## config.mk

```make
export PLATFORM = sky130hd
export DESIGN_NAME = arp_payload_address_rewriter_top_flat
export DESIGN_NICKNAME = d
export VERILOG_FILES = /design/src/hw/rtl/arpr_pkg.sv /design/src/hw/rtl/arpr_ifs.sv /design/src/hw/rtl/arp_payload_address_rewriter_top.sv /design/src/hw/rtl/arpr_cfg.sv /design/src/hw/rtl/arpr_core.sv /design/src/hw/rtl/arpr_obuf.sv /design/src/flat_wrapper.sv
export SDC_FILE = /design/constraint.sdc
export NUM_CORES = 1
export LEC_CHECK = 0
export BUFFER_PORTS_ARGS = -buffer_cell sky130_fd_sc_hd__buf_2
export CORE_AREA = 2 2 184 186
export DETAILED_ROUTE_END_ITERATION = 10
export DIE_AREA = 0 0 186 188
export PLACE_DENSITY = 0.67
export SLEW_MARGIN = 30
export SYNTH_ARGS = -nofsm -noshare
export SYNTH_HDL_FRONTEND = slang
export SYNTH_HIERARCHICAL = 1
export SYNTH_SLANG_ARGS = --single-unit
```

## constraint.sdc

```tcl
create_clock -name clk -period 6.1 [get_ports clk]
set_input_delay 1.22 -clock clk [delete_from_list [all_inputs] [get_ports clk]]
set_output_delay 1.22 -clock clk [all_outputs]
set_load 0.01 [all_outputs]
```

## src/hw/rtl/arpr_pkg.sv

```systemverilog
// shared constants and types for the arp address rewriter
`default_nettype none
package arpr_pkg;

  localparam int MAX_HW_ADDR_BYTES    = 8;
  localparam int MAX_PROTO_ADDR_BYTES = 4;
  localparam int HDR_BYTES            = 8;
  localparam int POS_W                = 11;
  localparam int POS_MAX              = (1 << POS_W) - 1;
  localparam int CFG_IDX_W            = 3;
  localparam int CFG_DATA_W           = 64;

  typedef enum logic [1:0] {
    VERDICT_DROP     = 2'd0,
    VERDICT_ACCEPT   = 2'd1,
    VERDICT_CONTINUE = 2'd2
  } verdict_t;

  typedef enum logic [CFG_IDX_W-1:0] {
    CFG_MANGLE_FLAGS = 3'd0,
    CFG_SRC_HW_ADDR  = 3'd1,
    CFG_SRC_IP_ADDR  = 3'd2,
    CFG_TGT_HW_ADDR  = 3'd3,
    CFG_TGT_IP_ADDR  = 3'd4,
    CFG_PASS_VERDICT = 3'd5
  } cfg_idx_t;

  typedef struct packed {
    logic [3:0]  mangle_flags;
    logic [63:0] src_hw_addr;
    logic [31:0] src_ip_addr;
    logic [63:0] tgt_hw_addr;
    logic [31:0] tgt_ip_addr;
    logic [1:0]  pass_verdict;
  } cfg_t;

  typedef struct packed {
    logic [7:0] out_byte;
    logic       out_last;
    verdict_t   verdict;
  } res_t;

endpackage
`default_nettype wire

```

## src/hw/rtl/arpr_ifs.sv

```systemverilog
// valid/ready channel interfaces for the arp address rewriter
`default_nettype none
interface arpr_in_if;
  logic       valid;
  logic       ready;
  logic [7:0] in_byte;
  logic       in_last;
  modport source (output valid, output in_byte, output in_last, input ready);
  modport sink (input valid, input in_byte, input in_last, output ready);
endinterface

interface arpr_out_if;
  logic       valid;
  logic       ready;
  logic [7:0] out_byte;
  logic       out_last;
  logic [1:0] verdict;
  modport source (output valid, output out_byte, output out_last, output verdict, input ready);
  modport sink (input valid, input out_byte, input out_last, input verdict, output ready);
endinterface

interface arpr_cfg_if;
  import arpr_pkg::*;
  logic                  valid;
  logic                  ready;
  logic [CFG_IDX_W-1:0]  index;
  logic [CFG_DATA_W-1:0] data;
  modport source (output valid, output index, output data, input ready);
  modport sink (input valid, input index, input data, output ready);
endinterface
`default_nettype wire

```

## src/hw/rtl/arp_payload_address_rewriter_top.sv

```systemverilog
// top level of the arp address rewriter
//
//  channel  dir  payload                       request moves
//  in_ch    in   in_byte[7:0], in_last         one packet byte
//  out_ch   out  out_byte[7:0], out_last,      one rewritten byte,
//                verdict[1:0]                  verdict on the last
//  cfg_ch   in   index[2:0], data[63:0]        one register write
//
// one byte per clock while the result buffer has room; each byte passes the
// combinational rewrite logic and is registered into a two-entry result buffer
// in_ch.ready drops only when both buffer entries wait on out_ch
// cfg_ch.ready is always high
// synchronous active-low reset clears position, lengths, drop flag, buffer
`default_nettype none
module arp_payload_address_rewriter_top (
  input  logic       clk,
  input  logic       rst_n,
  arpr_in_if.sink    in_ch,
  arpr_out_if.source out_ch,
  arpr_cfg_if.sink   cfg_ch
);
  import arpr_pkg::*;

  cfg_t cfg;
  res_t core_res;
  res_t buf_res;
  logic buf_not_full;
  logic buf_not_empty;
  logic in_fire;
  logic out_fire;

  assign cfg_ch.ready = 1'b1;
  assign in_ch.ready  = buf_not_full;
  assign in_fire      = in_ch.valid & buf_not_full;
  assign out_fire     = out_ch.ready & buf_not_empty;

  arpr_cfg u_cfg (
    .clk      (clk),
    .rst_n    (rst_n),
    .wr_en    (cfg_ch.valid),
    .wr_index (cfg_ch.index),
    .wr_data  (cfg_ch.data),
    .cfg      (cfg)
  );

  arpr_core u_core (
    .clk     (clk),
    .rst_n   (rst_n),
    .in_fire (in_fire),
    .in_byte (in_ch.in_byte),
    .in_last (in_ch.in_last),
    .cfg     (cfg),
    .res     (core_res)
  );

  arpr_obuf u_obuf (
    .clk       (clk),
    .rst_n     (rst_n),
    .push      (in_fire),
    .din       (core_res),
    .pop       (out_fire),
    .dout      (buf_res),
    .not_full  (buf_not_full),
    .not_empty (buf_not_empty)
  );

  assign out_ch.valid    = buf_not_empty;
  assign out_ch.out_byte = buf_res.out_byte;
  assign out_ch.out_last = buf_res.out_last;
  assign out_ch.verdict  = buf_res.verdict;

endmodule
`default_nettype wire

```

## src/hw/rtl/arpr_cfg.sv

```systemverilog
// configuration register file
`default_nettype none
module arpr_cfg (
  input  logic                            clk,
  input  logic                            rst_n,
  input  logic                            wr_en,
  input  logic [arpr_pkg::CFG_IDX_W-1:0]  wr_index,
  input  logic [arpr_pkg::CFG_DATA_W-1:0] wr_data,
  output arpr_pkg::cfg_t                  cfg
);
  import arpr_pkg::*;

  cfg_t cfg_r;

  always_ff @(posedge clk) begin
    if (!rst_n) begin
      cfg_r.mangle_flags <= '0;
      cfg_r.src_hw_addr  <= '0;
      cfg_r.src_ip_addr  <= '0;
      cfg_r.tgt_hw_addr  <= '0;
      cfg_r.tgt_ip_addr  <= '0;
      cfg_r.pass_verdict <= VERDICT_ACCEPT;
    end else if (wr_en) begin
      unique case (cfg_idx_t'(wr_index))
        CFG_MANGLE_FLAGS: cfg_r.mangle_flags <= wr_data[3:0];
        CFG_SRC_HW_ADDR:  cfg_r.src_hw_addr  <= wr_data;
        CFG_SRC_IP_ADDR:  cfg_r.src_ip_addr  <= wr_data[31:0];
        CFG_TGT_HW_ADDR:  cfg_r.tgt_hw_addr  <= wr_data;
        CFG_TGT_IP_ADDR:  cfg_r.tgt_ip_addr  <= wr_data[31:0];
        CFG_PASS_VERDICT: cfg_r.pass_verdict <= wr_data[1:0];
        default: ;
      endcase
    end
  end

  assign cfg = cfg_r;

endmodule
`default_nettype wire

```

## src/hw/rtl/arpr_core.sv

```systemverilog
// packet position tracking, field rewrite and verdict logic
`default_nettype none
module arpr_core (
  input  logic           clk,
  input  logic           rst_n,
  input  logic           in_fire,
  input  logic [7:0]     in_byte,
  input  logic           in_last,
  input  arpr_pkg::cfg_t cfg,
  output arpr_pkg::res_t res
);
  import arpr_pkg::*;

  localparam int LEN_W         = POS_W + 1;
  localparam int HW_LEN_POS    = 4;
  localparam int PROTO_LEN_POS = 5;
  localparam int FLAG_SHA      = 0;
  localparam int FLAG_SIP      = 1;
  localparam int FLAG_THA      = 2;
  localparam int FLAG_TIP      = 3;

  function automatic logic [7:0] pick_hw_byte(logic [63:0] r, logic [2:0] idx);
    return r[{~idx, 3'b000} +: 8];
  endfunction

  function automatic logic [7:0] pick_ip_byte(logic [31:0] r, logic [1:0] idx);
    return r[{~idx, 3'b000} +: 8];
  endfunction

  logic [POS_W-1:0] pos_r, pos_nxt;
  logic [7:0]       hw_len_r, hw_len_nxt;
  logic [7:0]       proto_len_r, proto_len_nxt;
  logic             drop_seen_r, drop_seen_nxt;

  logic [POS_W-1:0] sha_end, sip_end, tha_end, tip_end;
  logic [POS_W-1:0] off_sha, off_sip, off_tha, off_tip;
  logic [LEN_W-1:0] pkt_len;
  logic [3:0]       flags;
  logic             hw_ok, ip_ok, drop_now, drop;
  logic [7:0]       ob;
  verdict_t         vd;

  assign flags   = cfg.mangle_flags;
  assign hw_ok   = hw_len_r <= 8'(MAX_HW_ADDR_BYTES);
  assign ip_ok   = proto_len_r <= 8'(MAX_PROTO_ADDR_BYTES);
  assign sha_end = POS_W'(HDR_BYTES) + POS_W'(hw_len_r);
  assign sip_end = sha_end + POS_W'(proto_len_r);
  assign tha_end = sip_end + POS_W'(hw_len_r);
  assign tip_end = tha_end + POS_W'(proto_len_r);
  assign off_sha = pos_r - POS_W'(HDR_BYTES);
  assign off_sip = pos_r - sha_end;
  assign off_tha = pos_r - sip_end;
  assign off_tip = pos_r - tha_end;
  assign pkt_len = {1'b0, pos_r} + LEN_W'(1);

  always_comb begin
    ob       = in_byte;
    drop_now = 1'b0;
    if (pos_r == POS_W'(HW_LEN_POS)) begin
      ob = in_byte;
    end else if (pos_r == POS_W'(PROTO_LEN_POS)) begin
      drop_now = ((flags[FLAG_SHA] | flags[FLAG_THA]) & ~hw_ok) |
                 ((flags[FLAG_SIP] | flags[FLAG_TIP]) &
                  (in_byte > 8'(MAX_PROTO_ADDR_BYTES)));
    end else if (pos_r >= POS_W'(HDR_BYTES)) begin
      if (pos_r < sha_end) begin
        if (flags[FLAG_SHA] && hw_ok) ob = pick_hw_byte(cfg.src_hw_addr, off_sha[2:0]);
      end else if (pos_r < sip_end) begin
        if (flags[FLAG_SIP] && ip_ok) ob = pick_ip_byte(cfg.src_ip_addr, off_sip[1:0]);
      end else if (pos_r < tha_end) begin
        if (flags[FLAG_THA] && hw_ok) ob = pick_hw_byte(cfg.tgt_hw_addr, off_tha[2:0]);
      end else if (pos_r < tip_end) begin
        if (flags[FLAG_TIP] && ip_ok) ob = pick_ip_byte(cfg.tgt_ip_addr, off_tip[1:0]);
      end
    end
  end

  always_comb begin
    drop = drop_seen_r | drop_now;
    if (pkt_len < LEN_W'(HDR_BYTES)) begin
      drop = drop | (|flags);
    end else begin
      drop = drop |
             (flags[FLAG_SHA] & (pkt_len < {1'b0, sha_end})) |
             (flags[FLAG_SIP] & (pkt_len < {1'b0, sip_end})) |
             (flags[FLAG_THA] & (pkt_len < {1'b0, tha_end})) |
             (flags[FLAG_TIP] & (pkt_len < {1'b0, tip_end}));
    end
    vd = VERDICT_DROP;
    if (in_last && !drop) begin
      unique case (cfg.pass_verdict)
        VERDICT_ACCEPT:   vd = VERDICT_ACCEPT;
        VERDICT_CONTINUE: vd = VERDICT_CONTINUE;
        default:          vd = VERDICT_DROP;
      endcase
    end
  end

  always_comb begin
    pos_nxt       = pos_r;
    hw_len_nxt    = hw_len_r;
    proto_len_nxt = proto_len_r;
    drop_seen_nxt = drop_seen_r;
    if (in_fire) begin
      if (pos_r == POS_W'(HW_LEN_POS)) hw_len_nxt = in_byte;
      if (pos_r == POS_W'(PROTO_LEN_POS)) proto_len_nxt = in_byte;
      if (in_last) begin
        pos_nxt       = '0;
        drop_seen_nxt = 1'b0;
      end else begin
        if (pos_r != POS_W'(POS_MAX)) pos_nxt = pos_r + POS_W'(1);
        drop_seen_nxt = drop_seen_r | drop_now;
      end
    end
  end

  always_ff @(posedge clk) begin
    if (!rst_n) begin
      pos_r       <= '0;
      hw_len_r    <= '0;
      proto_len_r <= '0;
      drop_seen_r <= 1'b0;
    end else begin
      pos_r       <= pos_nxt;
      hw_len_r    <= hw_len_nxt;
      proto_len_r <= proto_len_nxt;
      drop_seen_r <= drop_seen_nxt;
    end
  end

  assign res.out_byte = ob;
  assign res.out_last = in_last;
  assign res.verdict  = vd;

endmodule
`default_nettype wire

```

## src/hw/rtl/arpr_obuf.sv

```systemverilog
// two-entry result buffer between core and output channel
`default_nettype none
module arpr_obuf (
  input  logic           clk,
  input  logic           rst_n,
  input  logic           push,
  input  arpr_pkg::res_t din,
  input  logic           pop,
  output arpr_pkg::res_t dout,
  output logic           not_full,
  output logic           not_empty
);
  import arpr_pkg::*;

  res_t       mem_r [2];
  logic       wr_ptr_r, wr_ptr_nxt;
  logic       rd_ptr_r, rd_ptr_nxt;
  logic [1:0] cnt_r, cnt_nxt;

  assign not_full   = cnt_r != 2'd2;
  assign not_empty  = cnt_r != 2'd0;
  assign dout       = mem_r[rd_ptr_r];
  assign wr_ptr_nxt = wr_ptr_r ^ push;
  assign rd_ptr_nxt = rd_ptr_r ^ pop;
  assign cnt_nxt    = cnt_r + 2'(push) - 2'(pop);

  always_ff @(posedge clk) begin
    if (push) mem_r[wr_ptr_r] <= din;
  end

  always_ff @(posedge clk) begin
    if (!rst_n) begin
      wr_ptr_r <= 1'b0;
      rd_ptr_r <= 1'b0;
      cnt_r    <= '0;
    end else begin
      wr_ptr_r <= wr_ptr_nxt;
      rd_ptr_r <= rd_ptr_nxt;
      cnt_r    <= cnt_nxt;
    end
  end

endmodule
`default_nettype wire

```

## src/flat_wrapper.sv

```systemverilog
// flat-port wrapper written by rule: the top's interface ports become plain ports
module arp_payload_address_rewriter_top_flat import arpr_pkg::*;
  (clk, rst_n, in_ch_valid, in_ch_in_byte, in_ch_in_last, in_ch_ready, out_ch_valid, out_ch_out_byte, out_ch_out_last, out_ch_verdict, out_ch_ready, cfg_ch_valid, cfg_ch_index, cfg_ch_data, cfg_ch_ready);
  arpr_in_if in_ch_i ();
  arpr_out_if out_ch_i ();
  arpr_cfg_if cfg_ch_i ();
  input  logic clk;
  input  logic rst_n;
  input wire logic [$bits(in_ch_i.valid)-1:0] in_ch_valid;
  input wire logic [$bits(in_ch_i.in_byte)-1:0] in_ch_in_byte;
  input wire logic [$bits(in_ch_i.in_last)-1:0] in_ch_in_last;
  output wire logic [$bits(in_ch_i.ready)-1:0] in_ch_ready;
  output wire logic [$bits(out_ch_i.valid)-1:0] out_ch_valid;
  output wire logic [$bits(out_ch_i.out_byte)-1:0] out_ch_out_byte;
  output wire logic [$bits(out_ch_i.out_last)-1:0] out_ch_out_last;
  output wire logic [$bits(out_ch_i.verdict)-1:0] out_ch_verdict;
  input wire logic [$bits(out_ch_i.ready)-1:0] out_ch_ready;
  input wire logic [$bits(cfg_ch_i.valid)-1:0] cfg_ch_valid;
  input wire logic [$bits(cfg_ch_i.index)-1:0] cfg_ch_index;
  input wire logic [$bits(cfg_ch_i.data)-1:0] cfg_ch_data;
  output wire logic [$bits(cfg_ch_i.ready)-1:0] cfg_ch_ready;
  assign in_ch_i.valid = in_ch_valid;
  assign in_ch_i.in_byte = in_ch_in_byte;
  assign in_ch_i.in_last = in_ch_in_last;
  assign in_ch_ready = in_ch_i.ready;
  assign out_ch_valid = out_ch_i.valid;
  assign out_ch_out_byte = out_ch_i.out_byte;
  assign out_ch_out_last = out_ch_i.out_last;
  assign out_ch_verdict = out_ch_i.verdict;
  assign out_ch_i.ready = out_ch_ready;
  assign cfg_ch_i.valid = cfg_ch_valid;
  assign cfg_ch_i.index = cfg_ch_index;
  assign cfg_ch_i.data = cfg_ch_data;
  assign cfg_ch_ready = cfg_ch_i.ready;
  arp_payload_address_rewriter_top u_core (.clk(clk), .rst_n(rst_n), .in_ch(in_ch_i), .out_ch(out_ch_i), .cfg_ch(cfg_ch_i));
endmodule
```

Word-level counts from Yosys, hierarchy flattened
Memory sizes are Yosys's and may differ from the RTL's. A register that Yosys moved wholly into a read port is not among the register bits.
Index checks and enable logic that the tools add are counted.
Word-level totals
  register bits after elaboration: 230
  RAM bits: 22
  memories: 1
Operators by class
  $add $sub $neg: 12
  order comparisons: 13
  eq/ne operators: 11
  shift-type cells: 4
  multiplexer cells: 22
  bitwise gates (word level): 24
  reductions and logical operators: 19
Memories
  u_core.u_obuf.mem_r: depth 2, width 11, read ports 1, clocked after Yosys merged registers in 1, wr ports 1, RTL line arpr_obuf.sv:15  | res_t mem_r [2];
Operators with widths (number)
  64-bit by 7-bit variable part select with 8-bit output: 2
  8-bit two-way mux: 11
  32-bit by 6-bit variable part select with 8-bit output: 2
  12-bit by 11-bit less-than comparator with 1-bit output: 2
  11-bit by 3-bit == test with 1-bit output, second input constant: 2
  11-bit less-than comparator: 2
  11-bit two-way mux: 2
  2-bit AND reduction: 9
  11-bit by 1-bit adder with 12-bit output, second input constant: 1
  12-bit by 10-bit less-than comparator with 1-bit output: 1
  12-bit by 4-bit less-than comparator with 1-bit output, second input constant: 1
  12-bit by 9-bit less-than comparator with 1-bit output: 1
  10-bit by 8-bit adder with 11-bit output: 1
  11-bit by 1-bit adder with 11-bit output, second input constant: 1
  11-bit by 8-bit adder with 11-bit output: 1
  11-bit by 4-bit greater-or-equal comparator with 1-bit output, second input constant: 1
  11-bit by 10-bit less-than comparator with 1-bit output: 1
  11-bit by 9-bit less-than comparator with 1-bit output: 1
  11-bit inequality test, second input constant: 1
  9-bit by 8-bit adder with 10-bit output: 1
  4-bit by 8-bit adder with 9-bit output, first input constant: 1
  1-bit OR: 9
  1-bit bitwise AND: 8
  8-bit by 3-bit > comparator with 1-bit output, second input constant: 1
  25 further kinds: 42

Longest topological paths before layout
Gate-level depths: netlist (run 1).
  depth after elaboration: 15
  gate-level depth with buffers: 26
  mapped depth without buffers: 26

Hierarchy
The synthesis (run 1) kept the hierarchy.
By module, submodules not included
  arpr_cfg: instances 1, cells each 716, area an instance 7372.1 µm², sequential area each 3963.8 µm²
  arpr_core: instances 1, cells each 677, area an instance 6203.4 µm², sequential area each 560.5 µm²
  arpr_obuf: instances 1, cells each 55, area an instance 1028.5 µm², sequential area each 760.7 µm²
  arp_payload_address_rewriter_top: instances 1, cells each 4, area an instance 23.8 µm², sequential area each 0.0 µm²

Worst setup path after synthesis (run 1)
Ideal clock, no wire load.
  kind: reg2reg
  start point: register u_core.u_core.hw_len_r[0]
  end point: memory u_core/u_obuf/mem_r[0][7] (netlist bit) (data pin)
  setup time: 0.135 ns
  arrival: 5.465 ns
  required time: 5.965 ns
  path slack: 0.500 ns
  cell stages (with the launch flop): 27
  period minus slack after synthesis: 5.600 ns
  cell sequence: dfxtp_1 > ha_1 > fa_1 > a21oi_1 > nor2b_1 > nor2_1 > xnor2_1 > ha_1 > and3_1 > a221o_1 > or2_2 > xor2_1 > ha_1 > o21ai_0 > nand2b_1 > a21o_1 > a21oi_1 > xnor2_1 > ha_1 > nor4_1 > inv_1 > o211a_1 > o221ai_1 > nand2b_1 > nor2_1 > o221a_4 > o211a_1
RTL lines
  start: declaration: RTL line arpr_core.sv:31  | logic [7:0] hw_len_r, hw_len_nxt;
  start signal: assignment: RTL line arpr_core.sv:125  | hw_len_r <= hw_len_nxt;
  end: declaration: RTL line arpr_obuf.sv:15

==> summary.md, run 1 <==
| Metric | Value |
|---|---|
| Core box area | 33100 µm² |
| Crit-path slowest cell | fa_2 |
| Initial core utilization | 44.2% |
| HP Class | flop to flop |
| Max-slew violation count | 0 |
| Highest clock rate | 171 MHz |
| Largest family of logic cells by synthesized area | multiplexers |
| Worst-path clk slew | 0.06 ns |
| Gate Count Post-Synth | 1452 |
| Largest net degree at the start of global routing | 117 |
| Antenna violations before repair | 0 |
| Crit end category | flop |
| Hold Violations, Final | 0 |
| Xor/xnor cell area share of the yosys netlist | 2.25% |
| Slowest cell delay on critical path | 0.38 ns |
| Slew headroom | 41.6% |
| Leading cell type in the layout, fill and taps excluded | nand2_1 |
| Final worst setup slack | 0.251 ns |
| Tot GR Track Use | 22.0% |
| Clock skew | 0.0152 ns |
| Post-synthesis compound-gate area fraction | 7.85% |
| WP data arrival | 6.13 ns |
| Worst VDD drop | 0.242 mV |
| Die X | 186 µm |
| Leakage | 7.35 nW |
| 1st-pass router iterations | 6 |
| DP HPWL | 28100 µm |
| # clock sinks | 253 |
| Critical path launch point type | flop |
| Seq/Total Area, Yosys | 36.1% |
| WS Path Type | flop to flop |
| Post-Synth Adder-Cell Area | 10.2% |
| YS warnings | 6 |
| Syn nets | 1649 |
| Non-filler cells, final | 1994 |
| Status | finished clean |
| Most Frequent Cell on Critical Path | ha_1 |
| DRT iter0 DRCs | 850 |
| Final setup vio count | 0 |
| Synth Area in Simple Gates | 15.0% |
| H-tree levels | 1 |
| Number of remaining DRC errors | 0 |
| Placed cells | 1941 |
| CTS tree | built |
| PwrDens | 233 nW/µm² |
| Number of max-cap violations | 0 |
| Clock Latency Late Sink | 0.54 ns |
| Period minus WS final | 5.85 ns |
| Io pins | 95 |
| Hold buffer count at CTS | 0 |
| Via count | 10919 |
| Diodes inserted | 0 |
| Post-Route WL | 38200 µm |
| Clock Tree Root | clkbuf_16 |
| Worst-Margin Slew | 0.870 ns |
| Via-per-instance ratio | 5.48 |
| Vias in the first global route | 10924 |
| Fin nets | 1723 |
| Post-Place Worst Slack | 0.136 ns |
| Avg Cell Area, Syn | 10.1 µm² |
| Port Buffers | 93 |
| Cts bufs inserted | 27 |
| WP data required | 6.38 ns |
| Number of distinct library cells after synthesis | 79 |
| Synth Register Bits | 253 |
| GP Congestion | 0.879 |
| Ys async rst share | 0% |
| Die height | 188 µm |
| Top FF cell, synth | dfxtp_1 |
| Leading cell types in the layout, fill and taps excluded | nand2_1, mux2i_1, dfxtp_1 |
| Fin crit share | 95.9% |
| Share of layout cells above drive strength 1 | 16.1% |
| Global-route wire length before repair | 60300 µm |
| Clock buffer depth | 3 |
| Syn Std Cell Area | 14600 µm² |
| Crit path max-delay family | compound AO/OA/AOI/OAI gates |
| Row Count | 67 |
| Mux share of post-synthesis cell area | 24.2% |
| ANT nets after route | 0 |
| Critical path peak fanout | 9 |
| Area growth from synthesis to layout | 11.3% |
| Routed wire length per instance | 19.1 µm |
| GRT Residual Overflow | 0 |
| EDFF count, synth | 22 |
| Worst hold margin | 0.456 ns |
| Worst path bufs/invs | 1 |
| Die area | 35000 µm² |
tightest hold or removal path, delay by kind of cell, from the launching register on:
kind | cells | cell delay (ns)
flip-flops | 1 | 0.31
multiplexers | 1 | 0.05
AND/OR/NAND/NOR | 1 | 0.05
synthesized netlist by cell type (20+ instances only):
library cell	n	share of area (%)
nand2_1	289	7.4
mux2i_1	232	16
dfxtp_1	231	32
ha_1	112	9.6
mux4_2	48	7.4
inv_1	40	1.0
nor2_1	38	0.98
nor2b_1	35	1.5
o21ai_0	35	1.2
a21oi_1	30	1.0
clkbuf_1	30	0.77
edfxtp_1	22	4.5
o21a_1	20	1.0
xnor2_1	20	1.2
state kept, by name, summed over array words and instances (netlist names), named ones only:
register,flops
u_core/u_obuf/cnt_r,2
u_core/u_obuf/rd_ptr_r,1
u_core/u_core/hw_len_r,8
u_core/u_core/pos_r,11
u_core/u_core/proto_len_r,8
u_core/u_core/drop_seen_r,1
u_core/u_obuf/mem_r,22
u_core/u_cfg/cfg,198
u_core/u_obuf/wr_ptr_r,1
final timing paths:
path / cells past startpoint / slack (ns) / startpoint / to
worst min-delay path: 2 / 0.46 / u_core/u_cfg/cfg[133] / u_core/u_cfg/cfg[133]
worst min register to register: 2 / 0.46 / u_core/u_cfg/cfg[133] / u_core/u_cfg/cfg[133]
worst max register to register: 27 / 0.25 / u_core/u_core/hw_len_r[0] / u_core/u_obuf/mem_r[1][7]
worst max-delay path: 27 / 0.25 / u_core/u_core/hw_len_r[0] / u_core/u_obuf/mem_r[1][7]
layer usage:
| layer | track usage (%) | part of all wire, % |
|---|---|---|
| met2 | 36.4 | 47 |
| met1 | 29.4 | 44 |
| met4 | 7.81 | 3.8 |
| met5 | 0 | 0 |
| met3 | 3.07 | 5.4 |
layout make-up:
class / count / area, µm²
Clock inverter: 9 / 55.1
Fill cell: 3070 / 16800
Multi-Input combinational cell: 1083 / 8760
Sequential cell: 253 / 5290
Tap cell: 448 / 561
Clock buffer: 40 / 785
Timing Repair Buffer: 120 / 681
Inverter: 41 / 154
per-stage QoR:
step / setup TNS, ns / power [mW] / area [µm²] / utilization (%)
2_1_floorplan: 0 / 2.12 / 14600 / -
3_3_place_gp: 0 / 2.27 / 15400 / 46.4
3_5_place_dp: 0 / 2.28 / 15400 / 46.4
4_1_cts: 0 / 3.83 / 16200 / 49.0
5_1_grt: -0.330 / 3.94 / 16300 / 49.2
6_report: 0 / 3.79 / 16300 / 49.2
timing repair:
action                     in CTS  in global routing
setup buffers                   0                  4
setup endpoints to repair       0                 16
gates resized for setup         0                  8
logic make-up after synthesis:
group	count (synthesis)
simple gates	473
mux	292
flops	253
compound gates	164
other cells	1
fa+ha+maj	117
xor+xnor	36
buf+inv	116
where the power goes:
group	switching [mW]	total, mW	internal [mW]
combinational	0.251	0.449	0.198
clock	0.663	1.55	0.888
sequential	0.0415	1.79	1.75
(Power assumes the default switching activity.)
==> run 2: changes to the inputs <==
Settings changed: CELL_PAD_IN_SITES_DETAIL_PLACEMENT from default to 1, CELL_PAD_IN_SITES_GLOBAL_PLACEMENT from default to 2, CORE_AREA 2 2 184 186 to 2 2 196 198, DIE_AREA 0 0 186 188 to 0 0 198 200, PLACE_DENSITY 0.67 to 0.86, SYNTH_HIERARCHICAL 1 to default.
==> run 2 against run 1 <==
Sequential power is essentially flat. Setup slack better by 0.15 ns. Hold slack better by 0.0065 ns. Wire length grew 22%.
==> summary.md, run 2 <==
| Metric | Value |
|---|---|
| Fin crit share | 93.4% (-2.5 points) |
| Routed wire length per instance | 21.4 µm (+12%) |
| Post-Route WL | 46700 µm (+22%) |
| Core box area | 37400 µm² (+13%) |
| Gate Count Post-Synth | 1591 (+9.6%) |
| Worst path bufs/invs | 2 (+1) |
| GRT Residual Overflow | 0 (unchanged) |
| Worst-Margin Slew | 0.837 ns (-0.0331 ns) |
| Io pins | 95 (unchanged) |
| Slew headroom | 43.6% (+2.0 points) |
| WP data required | 6.39 ns (about the same) |
| Period minus WS final | 5.70 ns (-0.153 ns) |
| Most area-consuming cells after synthesis | dfxtp_1, nand2_1, a21boi_0 |
| Hold Violations, Final | 0 (unchanged) |
| Avg Cell Area, Syn | 9.08 µm² (-9.9%) |
| Via-per-instance ratio | 5.50 (+0.45%) |
| GP Congestion | 0.864 (-1.6%) |
| H-tree levels | 1 (unchanged) |
| Cells on worst reg2reg path | 26 (-3.7%) |
| Number of max-cap violations | 0 (unchanged) |
| Setup bufs post-CTS | 0 (unchanged) |
| Status | finished clean |
| Critical path launch point type | flop |
| Synth Register Bits | 253 (unchanged) |
| Highest clock rate | 176 MHz (+2.7%) |
| Crit path max-delay family | compound AO/OA/AOI/OAI gates |
| DP HPWL | 33900 µm (+20%) |
| # clock sinks | 253 (unchanged) |
| WS Path Type | flop to flop |
| Number of distinct library cells after synthesis | 66 (-16%) |
| FF+latch area | 5290 µm² (about the same) |
| 1st-pass router iterations | 5 (-1) |
| ANT nets after route | 0 (unchanged) |
| Share of layout cells above drive strength 1 | 15.4% (-0.70 points) |
| Port Buffers | 93 (unchanged) |
| Row Count | 71 (+6.0%) |
| Most frequent cell after synthesis | nand2_1 |
| Worst hold margin | 0.462 ns (+0.00651 ns) |
| Critical path peak fanout | 5 (-4) |
| Ys async rst share | 0% (unchanged) |
| WP data arrival | 5.99 ns (-0.14 ns) |
| Clock Latency Late Sink | 0.57 ns (+0.03 ns) |
| Crit-path slowest cell | fa_1 |
| Global-route wire length before repair | 72500 µm (+20%) |
| Leading cell types in the layout, fill and taps excluded | nand2_1, dfxtp_1, a21boi_0 |
| DRT iter0 DRCs | 627 (-26%) |
| Crit path depth | 26 (-3.7%) |
| CTS tree | built |
| Worst VDD drop | 0.183 mV (-24%) |
| Tot GR Track Use | 23.8% (+1.7 points) |
| Area of the multi-input gates | 8700 µm² (-0.69%) |
| Clock Tree Root | clkbuf_16 |
| Clock skew | 0.0200 ns (+0.00473 ns) |
| Worst-path clk slew | 0.06 ns (about the same) |
| Leakage | 6.29 nW (-15%) |
| Die area | 39600 µm² (+13%) |
| Syn Std Cell Area | 14400 µm² (-1.3%) |
| Number of remaining DRC errors | 0 (unchanged) |
| Die height | 200 µm (+6.4%) |
| Seq/Total Area, Yosys | 36.6% (+0.46 points) |
| Syn nets | 1788 (+8.4%) |
| PwrDens | 243 nW/µm² (+4.6%) |
| YS warnings | 0 (-6) |
| Largest register FFs | 198 (unchanged) |
| Final setup vio count | 0 (unchanged) |
| Most Frequent Cell on Critical Path | ha_1 |
| Slowest cell delay on critical path | 0.45 ns (+0.07 ns) |
| Total Power | 3.98 mW (+5.2%) |
| Cts bufs inserted | 28 (+3.7%) |
| Synth cell count leaders | nand2_1, dfxtp_1, a21boi_0, ha_1, clkbuf_1 |
| Diodes inserted | 0 (unchanged) |
| EDFF count, synth | 22 (unchanged) |
| Clock buffer depth | 3 (unchanged) |
| Fin nets | 1844 (+7.0%) |
| Die X | 198 µm (+6.5%) |
| Via count | 11986 (+9.8%) |
| Cell taking the most area after synthesis | dfxtp_1 |
| Vias in the first global route | 12425 (+14%) |
| Antenna violations before repair | 1 (+1) |
| Crit end category | flop |
| Max-slew violation count | 0 (unchanged) |
| Top FF cell, synth | dfxtp_1 |
| Largest net degree at the start of global routing | 114 (-2.6%) |
| Initial core utilization | 38.6% (-5.6 points) |
| Hold-critical path depth | 2 (unchanged) |
| Fillers | 4321 (+41%) |
| Area growth from synthesis to layout | 13.3% |
| Leading cell type in the layout, fill and taps excluded | nand2_1 |
| HP Class | flop to flop |
| Synth top area share | 32.0% (+0.40 points) |
[run 2: cell count changes after synthesis, sizes merged, moves of 32 or more]
cell	change
a21boi	+194
buf	-32
clkbuf	+47
mux2i	-202
nand2	+136
[run 2: metal layers]
metal	wire (µm)	vias up	global-route usage, %	share of wire (%)
li1	-	5656	-	-
met1	21200	6058	31.3	45
met2	22800	204	41.5	49
met3	1580	66	2.44	3.4
met4	1140	2	6.68	2.4
met5	12	-	0	0.026
[run 2: worst paths after layout]
check | from | to | slack (ns)
hold reg to reg | u_core.u_cfg.cfg[187] | u_core.u_cfg.cfg[187] | 0.46
setup / recovery | u_core.u_core.hw_len_r[0] | u_core.u_obuf.mem_r[1][9] | 0.40
setup reg to reg | u_core.u_core.hw_len_r[0] | u_core.u_obuf.mem_r[1][9] | 0.40
hold / removal | u_core.u_cfg.cfg[187] | u_core.u_cfg.cfg[187] | 0.46
[run 2: repair_timing]
item / CTS / global route
setup endpoints to repair: 0 / 18
hold buffers: 0 / 0
gates resized for setup: 0 / 7
[run 2: layout make-up]
class                      instances  area share, %
clock inverter                     8          0.397
timing repair buffer             116           3.94
multi-input combinational       1210           53.2
inverter                          38          0.871
tap                              511           3.91
clock buffer                      43           5.44
sequential                       253           32.3
[run 2: where the power goes]
| group | internal, mW | total, mW | switching [mW] | leakage, nW |
|---|---|---|---|---|
| clock | 1.01 | 1.73 | 0.717 | 0.477 |
| combinational | 0.195 | 0.476 | 0.281 | 3.74 |
| sequential | 1.74 | 1.78 | 0.0374 | 2.08 |
| total | 2.95 | 3.98 | 1.04 | 6.29 |
[run 2: logic make-up after synthesis]
logic type      share of synthesized area, %
xor+xnor                                2.58
buf+inv                                 3.44
other cells                           0.0260
compound gates                          17.9
mux                                     11.1
fa+ha+maj                               10.4
flops                                   36.6
simple gates                            17.9
[run 2: metrics by stage]
step | instances | worst slack [ns] | util [%] | area, µm² | TNS [ns]
floorplan | 1591 | 0.924 | - | 14400 | 0
global placement | 2128 | 0.487 | 41.1 | 15400 | 0
detailed placement | 2128 | 0.289 | 41.1 | 15400 | 0
CTS | 2179 | 0.275 | 43.7 | 16300 | 0
global route | 2179 | -0.0275 | 43.8 | 16400 | -0.0980
finish | 2179 | 0.404 | 43.8 | 16400 | 0
[run 2: worst min-delay path, stage by stage, from the launching register on]
cell,delay (ns)
dfxtp_1,0.31
nand2_1,0.04
a21boi_0,0.06
==> run 3: changes to the inputs <==
Settings changed: ABC_CLOCK_PERIOD_IN_PS from default to 6100, CORE_AREA 2 2 196 198 to 2 2 194 196, CTS_BUF_LIST from default to sky130_fd_sc_hd__clkbuf_4 sky130_fd_sc_hd__clkbuf_8, DIE_AREA 0 0 198 200 to 0 0 196 198, PLACE_DENSITY 0.86 to 0.88.
==> run 3 against run 2 <==
Via count fell by 1.2%. Highest routed layer unchanged. Sequential cell count stayed put. Largest power group unchanged. Final cell count down 0.46%. Sequential power about the same. Wire length is 1.5% lower. Die area shrank 2.0%. Critical path type unchanged.
==> summary.md, run 3 (same netlist as run 2, synthesis figures left out) <==
| Metric | Value |
|---|---|
| PwrDens | 242 nW/µm² (-0.54%) |
| Area of the multi-input gates | 8710 µm² (about the same) |
| Critical path launch point type | flop |
| Number of max-cap violations | 0 (unchanged) |
| ANT nets after route | 0 (unchanged) |
| Vias in the first global route | 12369 (-0.45%) |
| Clock skew | 0.0430 ns (+0.0230 ns) |
| CTS tree | built |
| Tot GR Track Use | 23.9% (+0.084 points) |
| HP Class | flop to flop |
| Period minus WS final | 5.68 ns (-0.0145 ns) |
| Routed met3 length | 2360 µm (+49%) |
| # clock sinks | 253 (unchanged) |
| DP HPWL | 33600 µm (-0.87%) |
| Die height | 198 µm (-1.0%) |
| Share of layout cells above drive strength 1 | 17.1% (+1.6 points) |
| GP Congestion | 0.883 (+2.1%) |
| Die area | 38800 µm² (-2.0%) |
| Leading cell type in the layout, fill and taps excluded | nand2_1 |
| Highest clock rate | 176 MHz (+0.26%) |
| Status | finished clean |
| Top layer in use | met5 |
| Fin crit share | 93.1% (-0.24 points) |
| Clock Tree Root | clkbuf_8 |
| Via-per-instance ratio | 5.46 (-0.74%) |
| Row Count | 71 (unchanged) |
| Critical path peak fanout | 6 (+1) |
| Final worst setup slack | 0.419 ns (+0.0145 ns) |
| Clock buffer depth | 3 (unchanged) |
| Max-slew violation count | 0 (unchanged) |
| Crit end category | flop |
| Core box area | 37000 µm² (-1.2%) |
| Post-Place Worst Slack | 0.0836 ns (-0.205 ns) |
| Worst-path clk slew | 0.06 ns (about the same) |
| WL met2 | 22300 µm (-2.4%) |
| Post-DP Area | 15300 µm² (-0.44%) |
| WS Path Type | flop to flop |
| Fin nets | 1858 (+0.76%) |
| GRT Residual Overflow | 0 (unchanged) |
| Leading cell types in the layout, fill and taps excluded | nand2_1, dfxtp_1, a21boi_0 |
| Fin area | 16300 µm² (-0.18%) |
| Met1 Wirelength | 20100 µm (-5.3%) |
| Number of remaining DRC errors | 0 (unchanged) |
| DRT iter0 DRCs | 582 (-7.2%) |
| Routed wire length per instance | 21.2 µm (-1.0%) |
| Area growth from synthesis to layout | 13.1% |
| Largest register FFs | 198 (unchanged) |
| FF+latch area | 5290 µm² (unchanged) |
| Cts bufs inserted | 45 (+61%) |
| Worst hold margin | 0.463 ns (+0.000430 ns) |
| Post-Route WL | 46000 µm (-1.5%) |
| Clock Latency Late Sink | 0.59 ns (+0.02 ns) |
| H-tree levels | 2 (+1) |
| Io pins | 95 (unchanged) |
| Worst VDD drop | 0.171 mV (-6.4%) |
| Diodes inserted | 0 (unchanged) |
| Initial core utilization | 39.1% (+0.46 points) |
| Die X | 196 µm (-1.0%) |
| WP data required | 6.42 ns (+0.03 ns) |
| Final setup vio count | 0 (unchanged) |
| Leakage | 6.32 nW (+0.48%) |
| Hold Violations, Final | 0 (unchanged) |
| Port Buffers | 93 (unchanged) |
| Largest net degree at the start of global routing | 128 (+12%) |
| WP data arrival | 6.00 ns (about the same) |
| Antenna violations before repair | 2 (+1) |
| RSZ-0062 raised after global routing | no |
| 1st-pass router iterations | 4 (-1) |
| Worst-Margin Slew | 0.862 ns (+0.0249 ns) |
| Slew headroom | 42.5% (-1.1 points) |
| Global-route wire length before repair | 71000 µm (-2.0%) |
| Via count | 11843 (-1.2%) |
| Setup TNS | 0 ns (unchanged) |
| Fillers | 4339 (+0.42%) |
run 3: cell types whose count changed in the layout (fill, tap and decap cells not counted), sizes merged:
| cell | previous run | this run |
|---|---|---|
| clkinvlp | 0 | 1 |
| clkinv | 8 | 2 |
| buf | 116 | 113 |
| clkbuf | 43 | 78 |
run 3: critical path, cell delays in order (launching register included):
cell	delay, ns
dfxtp_1	0.31
ha_1	0.24
fa_1	0.47
a21o_1	0.20
a21oi_1	0.18
xnor2_1	0.16
ha_1	0.32
o21a_1	0.13
o31a_1	0.12
a21oi_1	0.21
ha_1	0.30
inv_1	0.10
a21oi_1	0.06
o21ai_0	0.15
nand2b_1	0.11
xnor2_1	0.24
ha_1	0.29
nand2_1	0.11
nor4_1	0.07
a2111oi_1	0.39
o21ai_1	0.18
o2111ai_1	0.24
nand3_2	0.24
mux2_2	0.34
mux2i_1	0.17
o21ai_0	0.13
run 3: path summary, 6_finish.rpt:
check,start,endpoint,slack (ns),depth (start not counted)
setup / recovery,u_core.u_core.hw_len_r[0],u_core.u_obuf.mem_r[0][9],0.42,25
hold / removal,u_core.u_cfg.cfg[44],u_core.u_cfg.cfg[44],0.46,2
setup reg to reg,u_core.u_core.hw_len_r[0],u_core.u_obuf.mem_r[0][9],0.42,25
hold reg to reg,u_core.u_cfg.cfg[44],u_core.u_cfg.cfg[44],0.46,2
run 3: cell type report:
class                           count  share of cell area [%]
Tap cell                          474                    3.63
Timing Repair Buffer              113                    3.81
Multi-Input combinational cell   1210                    53.3
Sequential cell                   253                    32.3
Inverter                           38                   0.873
Clock inverter                      3                   0.176
Clock buffer                       78                    5.88
run 3: stage by stage:
step / utilization, % / total power, mW / cells
4_1_cts: 44.1 / 4.00 / 2169
2_1_floorplan: - / 2.09 / 1591
5_1_grt: 44.2 / 4.11 / 2169
6_report: 44.2 / 3.95 / 2169
3_3_place_gp: 41.4 / 2.28 / 2088
3_5_place_dp: 41.5 / 2.29 / 2088
run 3: repair_timing:
action	CTS	global route
resized for setup	0	8
endpoints found under the setup margin	0	16
setup buffers	0	0
hold endpoints to repair	0	0
hold buffers	0	0
run 3: where the power goes:
group	leakage [nW]	switching, mW	internal [mW]
Combinational	3.72	0.274	0.193
Clock	0.525	0.720	0.986
Sequential	2.08	0.0361	1.74
Total	6.32	1.03	2.92
run 3: routing by layer:
metal,global-route usage (%),vias up
met1,29.7,5829
met5,0,-
li1,-,5686
met4,8.16,4
met3,4.53,85
met2,41.4,239
